--- src/rtl/pmi_mul.sv ---
// ----------------------------------------------------------------------------
// pmi_mul
// Shared signed multiplier with registered product.
// ----------------------------------------------------------------------------
`default_nettype none
module pmi_mul (
    input  wire logic               i_clk,
    input  wire logic signed [32:0] i_a,
    input  wire logic signed [32:0] i_b,
    output logic signed [65:0]      o_prod
);
    logic signed [65:0] r_prod;

    always_ff @(posedge i_clk) begin
        r_prod <= i_a * i_b;
    end

    assign o_prod = r_prod;
endmodule
`default_nettype wire

--- config.mk ---
export PLATFORM = sky130hd
export DESIGN_NAME = pmi_mul
export DESIGN_NICKNAME = d
export VERILOG_FILES = /design/src/rtl/pmi_mul.sv
export SDC_FILE = /design/constraint.sdc
export NUM_CORES = 2
export LEC_CHECK = 0
export BUFFER_PORTS_ARGS = -buffer_cell sky130_fd_sc_hd__buf_2
export CAP_MARGIN = 20
export CORE_ASPECT_RATIO = 1.2
export CORE_UTILIZATION = 60
export DETAILED_ROUTE_END_ITERATION = 8
export PLACE_DENSITY = 0.77
export RECOVER_POWER = 100
export SYNTH_ARGS = -nofsm -noshare
export SYNTH_HDL_FRONTEND = slang
export SYNTH_SLANG_ARGS = --single-unit
--- constraint.sdc ---
create_clock -name i_clk -period 10 [get_ports i_clk]
set_input_delay 1 -clock i_clk [delete_from_list [all_inputs] [get_ports i_clk]]
set_output_delay 1 -clock i_clk [all_outputs]
set_load 0.02 [all_outputs]
==> summary.md <==
| Metric | Value |
|---|---|
| Status | `finished clean` |
| CTS Hold Bufs | `0` |
| Root buffer cell | `clkbuf_16` |
| RSZ-0062 raised after global routing | `no` |
| Startpoint types | `primary input` |
| CTS tree | `built` |
| Largest fanout on the critical path | `20` |
| Post-synth EDFFs | `0` |
| CP cell instances | `clkbuf_1 -> clkbuf_1 -> nand2_1 -> fa_1 -> inv_1 -> fa_1 -> inv_1 -> fa_1 -> fa_1 -> inv_1 -> ha_1 -> ha_1 -> fa_1 -> fa_1 -> ha_1 -> and3_1 -> and2_4 -> a221oi_1 -> o211ai_1 -> o311ai_4 -> nand3_2 -> a31oi_1 -> xnor2_1` |
| Vias in the first global route | `32,100` |
| Initial antenna violation count | `8` |
| Seq cells post-synth | `66` |
| Final nets | `5,704` |
| Setup violators final | `0` |
| Post-synth top flop | `dfxtp_1` |
| Rel. slew slack | `0.203` |
| H-tree depth | `3` |
| Setup TNS | `0 ps` |
| Core area | `67,100 um2` |
| Post-CTS Setup Bufs | `0` |
| Via count | `29,100` |
| Share of post-route cells with drive strength above 1 | `0.0276` |
| Routability cong. | `0.942` |
| HPWL after detailed placement | `92,000 um` |
| Max FFs per register | `66` |
| Post-synthesis average cell area | `9.39 um2` |
| Worst endpoint required time | `10,280 ps` |
| I/O pin count | `133` |
| FFs w/ async S/R, synth | `0` |
| DIE WIDTH | `240 um` |
| Area of the die | `68,900 um2` |
| Slowest-stage cell, CP | `a221oi_1` |
| Post-synthesis sequential area ratio | `0.0324` |
| Mapped Area | `40,700 um2` |
| Post-CTS sizing | `0` |
| Worst path arrival time | `9650 ps` |
| Tot GR Track Use | `0.341` |
| Drt total wl | `110,000 um` |
| Syn-to-layout area delta | `2.96%` |
| Drt wl/cell | `21.2 um` |
| Final hold violation count | `0` |
| Gate Count Post-Synth | `4,338` |
| Die height | `287 um` |
| Clock slew at reported path FFs | `80 ps` |
| Tcrit/Tclk final | `0.937` |
| Critical path class | `primary input to flip-flop` |
| Total CTS buffers | `9` |
| Fillers | `5,692` |
| Grt ovf | `0` |
| Antenna viol nets, final | `0` |
| Synth Net Count | `5,767` |
| Iter 0 DRT Violations | `1,861` |
| HP Class | `primary input to flip-flop` |
| Slew Limit Fails | `0` |
| Max Cap Viol | `0` |
| Largest net degree at the start of global routing | `34` |
| Worst Max-Slew Pin Slew | `1200 ps` |
| Port buffer count | `132` |
| Clock sinks | `66` |
| Fin crit period | `9370 ps` |
| Netlist cell types | `80` |
| Fmax | `107 MHz` |
| TritonRoute pass-1 iters | `5` |
| Initial Util | `0.607` |
| Critical Path End Type | `flip-flop` |
| Clock Tree Buf Depth | `2` |
| # DRC | `0` |
| Top cell by count, worst path | `fa_1` |
| Max incr delay on CP | `970 ps` |
| Row cnt | `104` |
| Vias/cell | `5.61` |
| YS warnings | `0` |
| First-pass GRT wire length | `175,000 um` |
-- logic make-up (layout without fill, tap and decap cells) --
group	Yosys count	in the layout	share of synthesized area
flops	66	66	0.0324
buf+inv	1352	1293	0.125
xor+xnor	68	68	0.0146
fa+ha+maj	1362	1362	0.629
simple gates	1271	1271	0.158
compound gates	219	219	0.0407
other cells	0	5	0
-- final cells by class --
type	count	area, um2	share of cell area
inverter	1131	4250	0.101
tap	901	1130	0.0269
multi-input combinational	2920	34200	0.816
clock buffer	10	239	0.00570
timing repair buffer	147	726	0.0173
clock inverter	5	55.1	0.00131
sequential	66	1320	0.0315
antenna	5	12.5	0.000298
-- Yosys cell counts (7+ instances only) --
| cell | number | area share |
|---|---|---|
| xor2_1 | 25 | 0.0054 |
| a211oi_1 | 7 | 0.0013 |
| ha_1 | 217 | 0.067 |
| nand2b_1 | 12 | 0.0018 |
| nand4_1 | 11 | 0.0017 |
| buf_2 | 11 | 0.0014 |
| nor2_1 | 68 | 0.0063 |
| inv_1 | 1131 | 0.10 |
| fa_1 | 1145 | 0.56 |
| o21bai_1 | 11 | 0.0020 |
| nand3_1 | 25 | 0.0031 |
| dfxtp_1 | 66 | 0.032 |
| and2_1 | 562 | 0.086 |
| a31oi_1 | 8 | 0.0012 |
| xnor2_1 | 43 | 0.0092 |
| o21ai_0 | 25 | 0.0031 |
| a21oi_1 | 57 | 0.0070 |
| nor3_1 | 7 | 0.00086 |
| clkbuf_1 | 208 | 0.019 |
| a21o_1 | 36 | 0.0066 |
| nand2_1 | 551 | 0.051 |
-- placed cells by master, fill, tap and decap left out, types with 11 or more instances in the layout --
| cell type | count |
|---|---|
| xnor2_1 | 43 |
| nand2b_1 | 12 |
| nand3_1 | 25 |
| inv_1 | 1131 |
| dfxtp_1 | 66 |
| a21oi_1 | 59 |
| fa_1 | 1145 |
| nor2_1 | 68 |
| ha_1 | 217 |
| buf_2 | 65 |
| clkbuf_1 | 68 |
| nand4_1 | 11 |
| a21o_1 | 36 |
| xor2_1 | 25 |
| buf_4 | 12 |
| nand2_1 | 551 |
| and2_1 | 561 |
| o21bai_1 | 11 |
| o21ai_0 | 29 |
-- stage by stage --
| stage | setup WS (ps) | area, um2 | utilization | cells | hold slack [ps] |
|---|---|---|---|---|---|
| finish | 632 | 41900 | 0.625 | 5185 | 1250 |
| global route | 422 | 41900 | 0.625 | 5184 | 1250 |
| CTS | 1250 | 42100 | 0.626 | 5178 | 1220 |
| detailed placement | 899 | 41800 | 0.622 | 5163 | 1420 |
| global placement | 1050 | 41800 | 0.622 | 5163 | 1420 |
| floorplan | 1760 | 40700 | - | 4338 | 1130 |
-- critical path: cells and delay by family --
kind | cells | cell delay [ps]
adders and majority gates | 9 | 3650
AOI/OAI and AO/OA | 4 | 2320
buffers and inverters | 5 | 1650
and+or+nand+nor | 4 | 860
xor gates and xnor gates | 1 | 140
-- routing by layer --
metal / global-route usage / wire [um] / vias to the layer above
li1: - / - / 12200
met1: 0.371 / 35000 / 15300
met2: 0.598 / 58400 / 1177
met3: 0.0372 / 5900 / 442
met4: 0.281 / 10600 / 2
met5: 0 / 13 / -
-- final timing paths --
path	to	cells past startpoint	startpoint
max	o_prod[60]$_DFF_P_	23	i_a[0]
min	o_prod[0]$_DFF_P_	2	i_b[0]
Power is not shown: default switching activity piles up to over one toggle a cycle in this logic, so the estimate is an artifact.
