--- src/rtl/pmi_pkg.sv ---
// ----------------------------------------------------------------------------
// pmi_pkg
// Types, constants and helpers shared by the population map iterator.
// ----------------------------------------------------------------------------
`default_nettype none
package pmi_pkg;

    localparam logic signed [31:0] Q_ONE   = 32'sd16777216;
    localparam logic signed [31:0] Q_MAX   = 32'sh7FFFFFFF;
    localparam logic signed [31:0] Q_MIN   = 32'sh80000000;
    localparam logic        [29:0] Q_LN2   = 30'd11629080;
    localparam logic signed [31:0] Z_HIGH  = 32'sd83886080;
    localparam logic signed [31:0] Z_LOW   = -32'sd301989888;
    localparam logic signed [32:0] Z_OFS   = 33'sd302356080;
    localparam logic        [5:0]  K_OFS   = 6'd26;
    localparam logic        [3:0]  EXP_TERMS = 4'd12;

    localparam logic [1:0] MODEL_EXP = 2'd0;
    localparam logic [1:0] MODEL_LOG = 2'd1;
    localparam logic [1:0] MODEL_RICKER = 2'd2;
    localparam logic [1:0] MODEL_NB = 2'd3;

    localparam logic [2:0] REG_MODEL = 3'd0;
    localparam logic [2:0] REG_GROWTH = 3'd1;
    localparam logic [2:0] REG_SEARCH = 3'd2;
    localparam logic [2:0] REG_HOST = 3'd3;
    localparam logic [2:0] REG_YIELD = 3'd4;

    localparam logic OP_SEED = 1'b0;
    localparam logic OP_STEP = 1'b1;

    typedef struct packed {
        logic [1:0]         model_select;
        logic signed [31:0] growth_rate;
        logic signed [31:0] search_efficiency;
        logic signed [31:0] host_growth;
        logic signed [31:0] parasite_yield;
    } t_cfg;

    typedef struct packed {
        logic               ovf;
        logic signed [31:0] v;
    } t_sat;

    function automatic t_sat f_qmul(input logic signed [65:0] p);
        logic signed [65:0] s;
        t_sat r;
        s = (p + 66'sd8388608) >>> 24;
        if (s > 66'sd2147483647) begin
            r = '{1'b1, Q_MAX};
        end else if (s < -66'sd2147483648) begin
            r = '{1'b1, Q_MIN};
        end else begin
            r = '{1'b0, s[31:0]};
        end
        return r;
    endfunction

    function automatic t_sat f_qsub(input logic signed [31:0] a,
                                    input logic signed [31:0] b);
        logic signed [32:0] d;
        t_sat r;
        d = 33'(a) - 33'(b);
        if (d > 33'sd2147483647) begin
            r = '{1'b1, Q_MAX};
        end else if (d < -33'sd2147483648) begin
            r = '{1'b1, Q_MIN};
        end else begin
            r = '{1'b0, d[31:0]};
        end
        return r;
    endfunction

    // floor((2^32 - 1) / i)
    function automatic logic [31:0] f_recip(input logic [3:0] i);
        logic [31:0] r;
        unique case (i)
            4'd1:    r = 32'd4294967295;
            4'd2:    r = 32'd2147483647;
            4'd3:    r = 32'd1431655765;
            4'd4:    r = 32'd1073741823;
            4'd5:    r = 32'd858993459;
            4'd6:    r = 32'd715827882;
            4'd7:    r = 32'd613566756;
            4'd8:    r = 32'd536870911;
            4'd9:    r = 32'd477218588;
            4'd10:   r = 32'd429496729;
            4'd11:   r = 32'd390451572;
            4'd12:   r = 32'd357913941;
            default: r = 32'd0;
        endcase
        return r;
    endfunction

endpackage
`default_nettype wire

--- src/rtl/pmi_in_if.sv ---
// ----------------------------------------------------------------------------
// pmi_in_if
// Input item channel: seed or step command.
// ----------------------------------------------------------------------------
`default_nettype none
interface pmi_in_if;
    logic               valid;
    logic               ready;
    logic               operation;
    logic signed [31:0] seed_host;
    logic signed [31:0] seed_parasite;
    modport source(output valid, operation, seed_host, seed_parasite, input ready);
    modport sink(input valid, operation, seed_host, seed_parasite, output ready);
endinterface
`default_nettype wire

--- src/rtl/pmi_out_if.sv ---
// ----------------------------------------------------------------------------
// pmi_out_if
// Result item channel: population pair and saturation flag.
// ----------------------------------------------------------------------------
`default_nettype none
interface pmi_out_if;
    logic               valid;
    logic               ready;
    logic signed [31:0] host_value;
    logic signed [31:0] parasite_value;
    logic               saturated;
    modport source(output valid, host_value, parasite_value, saturated, input ready);
    modport sink(input valid, host_value, parasite_value, saturated, output ready);
endinterface
`default_nettype wire

--- src/rtl/pmi_seq.sv ---
// ----------------------------------------------------------------------------
// pmi_seq
// Sequencer and datapath: runs each model's multiplies and the Taylor series
// through the shared multiplier and does the exponent range reduction.
// ----------------------------------------------------------------------------
`default_nettype none
module pmi_seq (
    input  wire logic                 i_clk,
    input  wire logic                 i_rst_n,
    input  wire pmi_pkg::t_cfg        i_cfg,
    pmi_in_if.sink                    i_in,
    pmi_out_if.source                 o_out,
    output logic signed [32:0]        o_mul_a,
    output logic signed [32:0]        o_mul_b,
    input  wire logic signed [65:0]   i_prod
);
    import pmi_pkg::*;

    localparam logic [3:0] S_IDLE = 4'd0;
    localparam logic [3:0] S_A    = 4'd1;
    localparam logic [3:0] S_B    = 4'd2;
    localparam logic [3:0] S_C    = 4'd3;
    localparam logic [3:0] S_EXP  = 4'd4;
    localparam logic [3:0] S_DIV  = 4'd5;
    localparam logic [3:0] S_TA   = 4'd6;
    localparam logic [3:0] S_TB   = 4'd7;
    localparam logic [3:0] S_TC   = 4'd8;
    localparam logic [3:0] S_SC   = 4'd9;
    localparam logic [3:0] S_E1   = 4'd10;
    localparam logic [3:0] S_E2   = 4'd11;
    localparam logic [3:0] S_E3   = 4'd12;
    localparam logic [3:0] S_E4   = 4'd13;
    localparam logic [3:0] S_E5   = 4'd14;
    localparam logic [3:0] S_OUT  = 4'd15;

    logic [3:0]         r_state;
    logic signed [31:0] r_x, r_y, r_nx, r_ny, r_t, r_t2, r_e, r_z;
    logic [29:0]        r_rem;
    logic [5:0]         r_k;
    logic [2:0]         r_cnt;
    logic [31:0]        r_term, r_v;
    logic [33:0]        r_sum;
    logic [3:0]         r_i;
    logic               r_flag;

    t_sat        qp, sub1x, negz, sub1e;
    logic [29:0] lim, f30;
    logic [32:0] zofs;
    logic [31:0] v, q0, q;
    logic [35:0] qi, rr;
    logic [5:0]  sh;
    logic [35:0] scaled;
    logic [1:0]  model;

    assign model = i_cfg.model_select;
    assign qp    = f_qmul(i_prod);
    assign sub1x = f_qsub(Q_ONE, r_x);
    assign negz  = f_qsub(32'sd0, qp.v);
    assign sub1e = f_qsub(Q_ONE, r_e);
    assign lim   = Q_LN2 << r_cnt;
    assign f30   = {r_rem[23:0], 6'b0};
    assign zofs  = 33'(r_z) + Z_OFS;
    assign v     = i_prod[61:30];
    assign q0    = i_prod[63:32];
    assign qi    = 36'(q0) * 36'(r_i);
    assign rr    = 36'(r_v) - qi;
    assign q     = (rr >= 36'(r_i)) ? q0 + 32'd1 : q0;
    assign sh    = 6'd32 - r_k;

    always_comb begin
        if (r_k == 6'd33) begin
            scaled = 36'(r_sum) << 1;
        end else if (r_k == 6'd32) begin
            scaled = 36'(r_sum);
        end else begin
            scaled = (36'(r_sum) + (36'd1 << (sh - 6'd1))) >> sh;
        end
    end

    always_comb begin
        o_mul_a = '0;
        o_mul_b = '0;
        unique case (r_state)
            S_A: begin
                unique case (model)
                    MODEL_EXP, MODEL_LOG: begin
                        o_mul_a = 33'(i_cfg.growth_rate);
                        o_mul_b = 33'(r_x);
                    end
                    MODEL_RICKER: begin
                        o_mul_a = 33'(i_cfg.growth_rate);
                        o_mul_b = 33'(sub1x.v);
                    end
                    default: begin
                        o_mul_a = 33'(i_cfg.search_efficiency);
                        o_mul_b = 33'(r_y);
                    end
                endcase
            end
            S_B: begin
                o_mul_a = 33'(qp.v);
                o_mul_b = 33'(r_t);
            end
            S_E1: begin
                o_mul_a = (model == MODEL_NB) ? 33'(i_cfg.host_growth) : 33'(r_e);
                o_mul_b = 33'(r_x);
            end
            S_E2: begin
                o_mul_a = 33'(i_cfg.parasite_yield);
                o_mul_b = 33'(r_x);
            end
            S_E3: begin
                o_mul_a = 33'(r_t);
                o_mul_b = 33'(r_e);
            end
            S_E4: begin
                o_mul_a = 33'(r_t2);
                o_mul_b = 33'(sub1e.v);
            end
            S_TA: begin
                o_mul_a = {1'b0, r_term};
                o_mul_b = {3'b0, f30};
            end
            S_TB: begin
                o_mul_a = {1'b0, v};
                o_mul_b = {1'b0, f_recip(r_i)};
            end
            default: begin
                o_mul_a = '0;
                o_mul_b = '0;
            end
        endcase
    end

    always_ff @(posedge i_clk) begin
        if (!i_rst_n) begin
            r_state <= S_IDLE;
            r_x     <= '0;
            r_y     <= '0;
        end else begin
            unique case (r_state)
                S_IDLE: begin
                    if (i_in.valid) begin
                        if (i_in.operation == OP_SEED) begin
                            r_x <= i_in.seed_host;
                            r_y <= i_in.seed_parasite;
                        end else begin
                            r_flag  <= 1'b0;
                            r_nx    <= r_x;
                            r_ny    <= r_y;
                            r_state <= S_A;
                        end
                    end
                end
                S_A: begin
                    r_t <= sub1x.v;
                    if (model == MODEL_LOG || model == MODEL_RICKER) begin
                        r_flag <= r_flag | sub1x.ovf;
                    end
                    r_state <= S_B;
                end
                S_B: begin
                    unique case (model)
                        MODEL_EXP: begin
                            r_nx    <= qp.v;
                            r_flag  <= r_flag | qp.ovf;
                            r_state <= S_OUT;
                        end
                        MODEL_LOG: begin
                            r_flag  <= r_flag | qp.ovf;
                            r_state <= S_C;
                        end
                        MODEL_RICKER: begin
                            r_z     <= qp.v;
                            r_flag  <= r_flag | qp.ovf;
                            r_state <= S_EXP;
                        end
                        default: begin
                            r_z     <= negz.v;
                            r_flag  <= r_flag | qp.ovf | negz.ovf;
                            r_state <= S_EXP;
                        end
                    endcase
                end
                S_C: begin
                    r_nx    <= qp.v;
                    r_flag  <= r_flag | qp.ovf;
                    r_state <= S_OUT;
                end
                S_EXP: begin
                    r_term <= 32'd1 << 30;
                    r_sum  <= 34'd1 << 30;
                    r_i    <= 4'd1;
                    priority if (r_z >= Z_HIGH) begin
                        r_e     <= Q_MAX;
                        r_flag  <= 1'b1;
                        r_state <= S_E1;
                    end else if (r_z < Z_LOW) begin
                        r_e     <= '0;
                        r_state <= S_E1;
                    end else begin
                        r_rem   <= zofs[29:0];
                        r_k     <= '0;
                        r_cnt   <= 3'd5;
                        r_state <= S_DIV;
                    end
                end
                S_DIV: begin
                    if (r_rem >= lim) begin
                        r_rem        <= r_rem - lim;
                        r_k[r_cnt]   <= 1'b1;
                    end
                    r_cnt <= r_cnt - 3'd1;
                    if (r_cnt == 3'd0) begin
                        r_state <= S_TA;
                    end
                end
                S_TA: begin
                    r_state <= S_TB;
                end
                S_TB: begin
                    r_v     <= v;
                    r_state <= S_TC;
                end
                S_TC: begin
                    r_term <= q;
                    r_sum  <= r_sum + 34'(q);
                    r_i    <= r_i + 4'd1;
                    r_state <= (r_i == EXP_TERMS) ? S_SC : S_TA;
                end
                S_SC: begin
                    if (scaled > 36'h07FFFFFFF) begin
                        r_e    <= Q_MAX;
                        r_flag <= 1'b1;
                    end else begin
                        r_e <= scaled[31:0];
                    end
                    r_state <= S_E1;
                end
                S_E1: begin
                    r_state <= S_E2;
                end
                S_E2: begin
                    r_flag <= r_flag | qp.ovf;
                    if (model == MODEL_NB) begin
                        r_t     <= qp.v;
                        r_state <= S_E3;
                    end else begin
                        r_nx    <= qp.v;
                        r_state <= S_OUT;
                    end
                end
                S_E3: begin
                    r_t2    <= qp.v;
                    r_flag  <= r_flag | qp.ovf;
                    r_state <= S_E4;
                end
                S_E4: begin
                    r_nx    <= qp.v;
                    r_flag  <= r_flag | qp.ovf | sub1e.ovf;
                    r_state <= S_E5;
                end
                S_E5: begin
                    r_ny    <= qp.v;
                    r_flag  <= r_flag | qp.ovf;
                    r_state <= S_OUT;
                end
                S_OUT: begin
                    if (o_out.ready) begin
                        r_x     <= r_nx;
                        r_y     <= r_ny;
                        r_state <= S_IDLE;
                    end
                end
                default: begin
                    r_state <= S_IDLE;
                end
            endcase
        end
    end

    assign i_in.ready           = (r_state == S_IDLE);
    assign o_out.valid          = (r_state == S_OUT);
    assign o_out.host_value     = r_x;
    assign o_out.parasite_value = r_y;
    assign o_out.saturated      = r_flag;
endmodule
`default_nettype wire

--- src/flat_wrapper.sv ---
// flat-port wrapper written by rule: the top's interface ports become plain ports
module pmi_seq_flat import pmi_pkg::*;
  (i_clk, i_rst_n, i_cfg, o_mul_a, o_mul_b, i_prod, i_in_valid, i_in_operation, i_in_seed_host, i_in_seed_parasite, i_in_ready, o_out_valid, o_out_host_value, o_out_parasite_value, o_out_saturated, o_out_ready);
  pmi_in_if i_in_i ();
  pmi_out_if o_out_i ();
  input  wire logic i_clk;
  input  wire logic i_rst_n;
  input  wire pmi_pkg::t_cfg i_cfg;
  output logic signed [32:0] o_mul_a;
  output logic signed [32:0] o_mul_b;
  input  wire logic signed [65:0] i_prod;
  input wire logic [$bits(i_in_i.valid)-1:0] i_in_valid;
  input wire logic [$bits(i_in_i.operation)-1:0] i_in_operation;
  input wire logic [$bits(i_in_i.seed_host)-1:0] i_in_seed_host;
  input wire logic [$bits(i_in_i.seed_parasite)-1:0] i_in_seed_parasite;
  output wire logic [$bits(i_in_i.ready)-1:0] i_in_ready;
  output wire logic [$bits(o_out_i.valid)-1:0] o_out_valid;
  output wire logic [$bits(o_out_i.host_value)-1:0] o_out_host_value;
  output wire logic [$bits(o_out_i.parasite_value)-1:0] o_out_parasite_value;
  output wire logic [$bits(o_out_i.saturated)-1:0] o_out_saturated;
  input wire logic [$bits(o_out_i.ready)-1:0] o_out_ready;
  assign i_in_i.valid = i_in_valid;
  assign i_in_i.operation = i_in_operation;
  assign i_in_i.seed_host = i_in_seed_host;
  assign i_in_i.seed_parasite = i_in_seed_parasite;
  assign i_in_ready = i_in_i.ready;
  assign o_out_valid = o_out_i.valid;
  assign o_out_host_value = o_out_i.host_value;
  assign o_out_parasite_value = o_out_i.parasite_value;
  assign o_out_saturated = o_out_i.saturated;
  assign o_out_i.ready = o_out_ready;
  pmi_seq u_core (.i_clk(i_clk), .i_rst_n(i_rst_n), .i_cfg(i_cfg), .i_in(i_in_i), .o_out(o_out_i), .o_mul_a(o_mul_a), .o_mul_b(o_mul_b), .i_prod(i_prod));
endmodule
--- config.mk ---
export PLATFORM = sky130hd
export DESIGN_NAME = pmi_seq_flat
export DESIGN_NICKNAME = d
export VERILOG_FILES = /design/src/rtl/pmi_pkg.sv /design/src/rtl/pmi_in_if.sv /design/src/rtl/pmi_out_if.sv /design/src/rtl/pmi_seq.sv /design/src/flat_wrapper.sv
export SDC_FILE = /design/constraint.sdc
export NUM_CORES = 2
export LEC_CHECK = 0
export BUFFER_PORTS_ARGS = -buffer_cell sky130_fd_sc_hd__buf_2
export CAP_MARGIN = 10
export CORE_UTILIZATION = 31
export DETAILED_ROUTE_END_ITERATION = 8
export PLACE_DENSITY = 0.59
export SETUP_SLACK_MARGIN = 0.05
export SLEW_MARGIN = 20
export SYNTH_ARGS = -nofsm -noshare
export SYNTH_HDL_FRONTEND = slang
export SYNTH_SLANG_ARGS = --single-unit
--- constraint.sdc ---
create_clock -name i_clk -period 24.3 [get_ports i_clk]
set_clock_uncertainty 0.2 [all_clocks]
set_input_delay 2.43 -clock i_clk [delete_from_list [all_inputs] [get_ports i_clk]]
set_output_delay 2.43 -clock i_clk [all_outputs]
set_load 0.01 [all_outputs]
==> flow_metrics.tcl <==
set metrics [dict create \
    status "finished clean" \
    timing.fmax_mhz 79.60 \
    syn_nets 5585 \
    synth_top_area_share_pct 24.60 \
    initial_core_util_pct 31.37 \
    cts_tree "built" \
    fin_crit_ns 12.56 \
    antenna_left 0 \
    grt-ovfl-total 0 \
    syn_inst 5050 \
    rows 132 \
    io_buffers 374 \
    layout.cells.non_filler 7036 \
    vdd_drop_max_mv 0.05559 \
    p_seq_share_pct 25.1 \
    worst_setup_path_start_kind "primary input" \
    clk_latency_ns 0.69 \
    crit_path_max_incr_delay_ns 0.67 \
    drtIter0Drc 6442 \
    yosysWarnings 0 \
    slew_viol_final 0 \
    endpoint_kind "register" \
    track_usage_pct 31.06 \
    ctsLongestPathBuffers 3 \
    switching_share_pct 49.78 \
    fin_crit_sh_pct 51.70 \
    synth-seq-cells 423 \
    coreArea_um2 130000 \
    critPathSlowestCell "o41ai_1" \
    synth_edf_count 334 \
    pwr_density_cell_nw_per_um2 102.5 \
    ys_types 99 \
    viasPerCell 6.238 \
    post-route-cell-area_um2 46530 \
    p_clk_share_pct 18.5 \
    combPwrFrac_pct 56.4 \
    die_w_um 364.7 \
    synth_seq_area_share_pct 28.97 \
    worstHoldPathType "reg -> reg" \
    clockRootBuffer "clkbuf_16" \
    die_h_um 364.7 \
    p_leak_nw 18.04 \
    wirelength_mm 214.3 \
    dpl_cell_area_um2 44560 \
    place_inst 6922 \
    final_hold_viol_count 0 \
    clkTransAtPathRegs_ns 0.06 \
    drcViolationCount 0 \
    cts_sinks 423 \
    p_switching_mw 2.375 \
    postCtsSetupRepairBufs 0 \
    antenna_found_initial 21 \
    fin_ws_ns 11.74 \
    dp_worst_setup_slack_ns 11.38 \
    drive_gt1_share_pct 13.93 \
    num_io_pins 398 \
    rsz0062_at_grt "false" \
    first_global_vias 39700 \
    dp_hpwl_mm 164.7 \
    ctsHoldBuffers 0 \
    internal_power_mw 2.396 \
    relSlewSlack_pct 12.71 \
    cap_violations 0 \
    dieArea_um2 133000 \
    synth_common_cells "599 x nand2_1, 454 x nor2_1, 357 x a21oi_1" \
    async_flop_share_pct 0 \
    synth_area_leaders "edfxtp_1 25%, nand2_1 5.5%, ha_1 5.5%, fa_1 4.5%, a21oi_1 4.4%" \
    syn_area_um2 40770 \
    setup_viol 0 \
    wl_per_cell_um 30.46 \
    yosys.area.top_type "edfxtp_1" \
    area_growth_syn_to_layout_pct 14.13 \
    path_common_cell "fa_1" \
    critPathArrivalTime_ns 12.74 \
    grt_max_degree 80 \
    grt_pass1_wl_mm 297.2 \
    path_class "in -> reg" \
    required_ns 24.48 \
    worst_pin_slew_ns 1.309 \
    num_vias 43890 \
    fin_util_pct 35.80 \
    globalplace.congestion 1.020 \
    syn_area_per_cell_um2 8.074 \
    cts-htree-levels 2 \
    tns_ns 0 \
    finish.net_count 5773 \
    cts-resized-gates 0 \
    drtPass1Iterations 6 \
    cts_buffers 53 \
    yosys.cell_count.top_type "nand2_1" \
    synthFlopType "edfxtp_1" \
    crit_fanout 54 \
]
cells by family (layout without fill, tap and decap cells):
group	Yosys count	after routing	share of synthesized area, %
xor gates and xnor gates	208	208	4.468
other	1	12	0.009198
buffers and inverters	650	883	6.125
DFF	423	423	28.97
and+or+nand+nor	1865	1865	21.79
adders and majority gates	270	270	9.980
muxes	150	150	4.063
AOI/OAI and AO/OA	1483	1483	24.59
final cells by class:
cell class              instances  area, µm²
diodes                         11      27.53
multi-input cells            3977      26710
clock buffers                  73       1568
well taps                    1742       2180
repair buffers                496       2840
clock inverters                27      319.1
flip-flops and latches        423      11810
fillers                     13620      83450
inverters                     287       1077
flip-flops by register name (all words and copies together) (netlist names), named ones only:
signal and cells:
u_core.r_sum 34, u_core.o_out.host_value 32, u_core.o_out.parasite_value 32, u_core.r_e 32, u_core.r_nx 32, u_core.r_ny 32
u_core.r_t2 32, u_core.r_t 32, u_core.r_term 32, u_core.r_v 32, u_core.r_z 32, u_core.r_rem 30
u_core.r_k 6, u_core.r_i 4, u_core.r_state 4, u_core.r_cnt 3, u_core.o_out.saturated 1
worst max-delay path: cells and delay by family:
kind	cells	cell delay, ns
AO/OA/AOI/OAI	16	4.93
XOR/XNOR	1	0.16
adder cells (fa/ha/maj)	5	2.39
buffers and inverters	4	0.89
multiplexers	2	0.75
AND/OR/NAND/NOR	5	1.11
power by group through the flow:
stage / sequential (mW) / combinational, mW / clock (mW)
finish: 1.20 / 2.69 / 0.882
global route: 1.20 / 2.90 / 0.914
CTS: 1.19 / 2.60 / 0.889
detailed placement: 1.20 / 2.59 / 0
global placement: 1.20 / 2.59 / 0
floorplan: 1.07 / 1.73 / 0
through the flow:
stage                     total power, mW  hold WS [ns]
after floorplan                     2.796        0.2963
after global placement              3.788        0.3129
after detailed placement            3.789        0.3083
after CTS                           4.679        0.3224
after global routing                5.011        0.3309
final                               4.771        0.3256
layout by cell type (no fill, tap or decap), types with 34 or more instances in the layout:
| master | instances |
|---|---|
| and3_1 | 60 |
| clkbuf_16 | 58 |
| nor4_1 | 50 |
| or4_1 | 39 |
| fa_1 | 92 |
| o2111ai_1 | 49 |
| or3_1 | 59 |
| a211oi_1 | 58 |
| o31ai_1 | 44 |
| or2_2 | 34 |
| xnor2_1 | 120 |
| buf_4 | 118 |
| a311oi_1 | 75 |
| o21ai_0 | 247 |
| a21o_1 | 54 |
| ha_1 | 176 |
| xor2_1 | 87 |
| buf_2 | 374 |
| a21oi_1 | 354 |
| nor2_1 | 438 |
| o21a_1 | 38 |
| nor3_1 | 155 |
| nand4_1 | 67 |
| o22ai_1 | 51 |
| a31oi_1 | 60 |
| inv_1 | 277 |
| a221oi_1 | 38 |
| dfxtp_1 | 89 |
| o211ai_1 | 57 |
| a22oi_1 | 87 |
| and2_1 | 71 |
| edfxtp_1 | 334 |
| nand2_1 | 597 |
| nand3_1 | 133 |
| mux2i_1 | 116 |
path summary, 6_finish.rpt:
path                                 from                        endpoint  slack (ns)  depth (start not counted)
setup / recovery               i_prod[33]  u_core.r_sum[32]$_SDFFCE_PN0P_       11.74                         33
hold / removal    u_core.r_z[0]$_DFFE_PP_       u_core.r_rem[0]$_DFFE_PP_        0.33                          1
setup reg to reg  u_core.r_i[3]$_DFFE_PP_  u_core.r_sum[32]$_SDFFCE_PN0P_       12.80                         33
hold reg to reg   u_core.r_z[0]$_DFFE_PP_       u_core.r_rem[0]$_DFFE_PP_        0.33                          1
per-layer routing:
| metal | vias to the layer above | wire length (µm) | GRT usage [%] | share of wire, % |
|---|---|---|---|---|
| met3 | 400 | 26360 | 7.810 | 12 |
| met2 | 2829 | 89510 | 45.59 | 42 |
| met4 | 16 | 9609 | 12.18 | 4.5 |
| li1 | 19180 | - | - | - |
| met5 | - | 114 | 0 | 0.053 |
| met1 | 21470 | 88700 | 43.26 | 41 |
No activity file was read; power rests on OpenSTA's default activity.
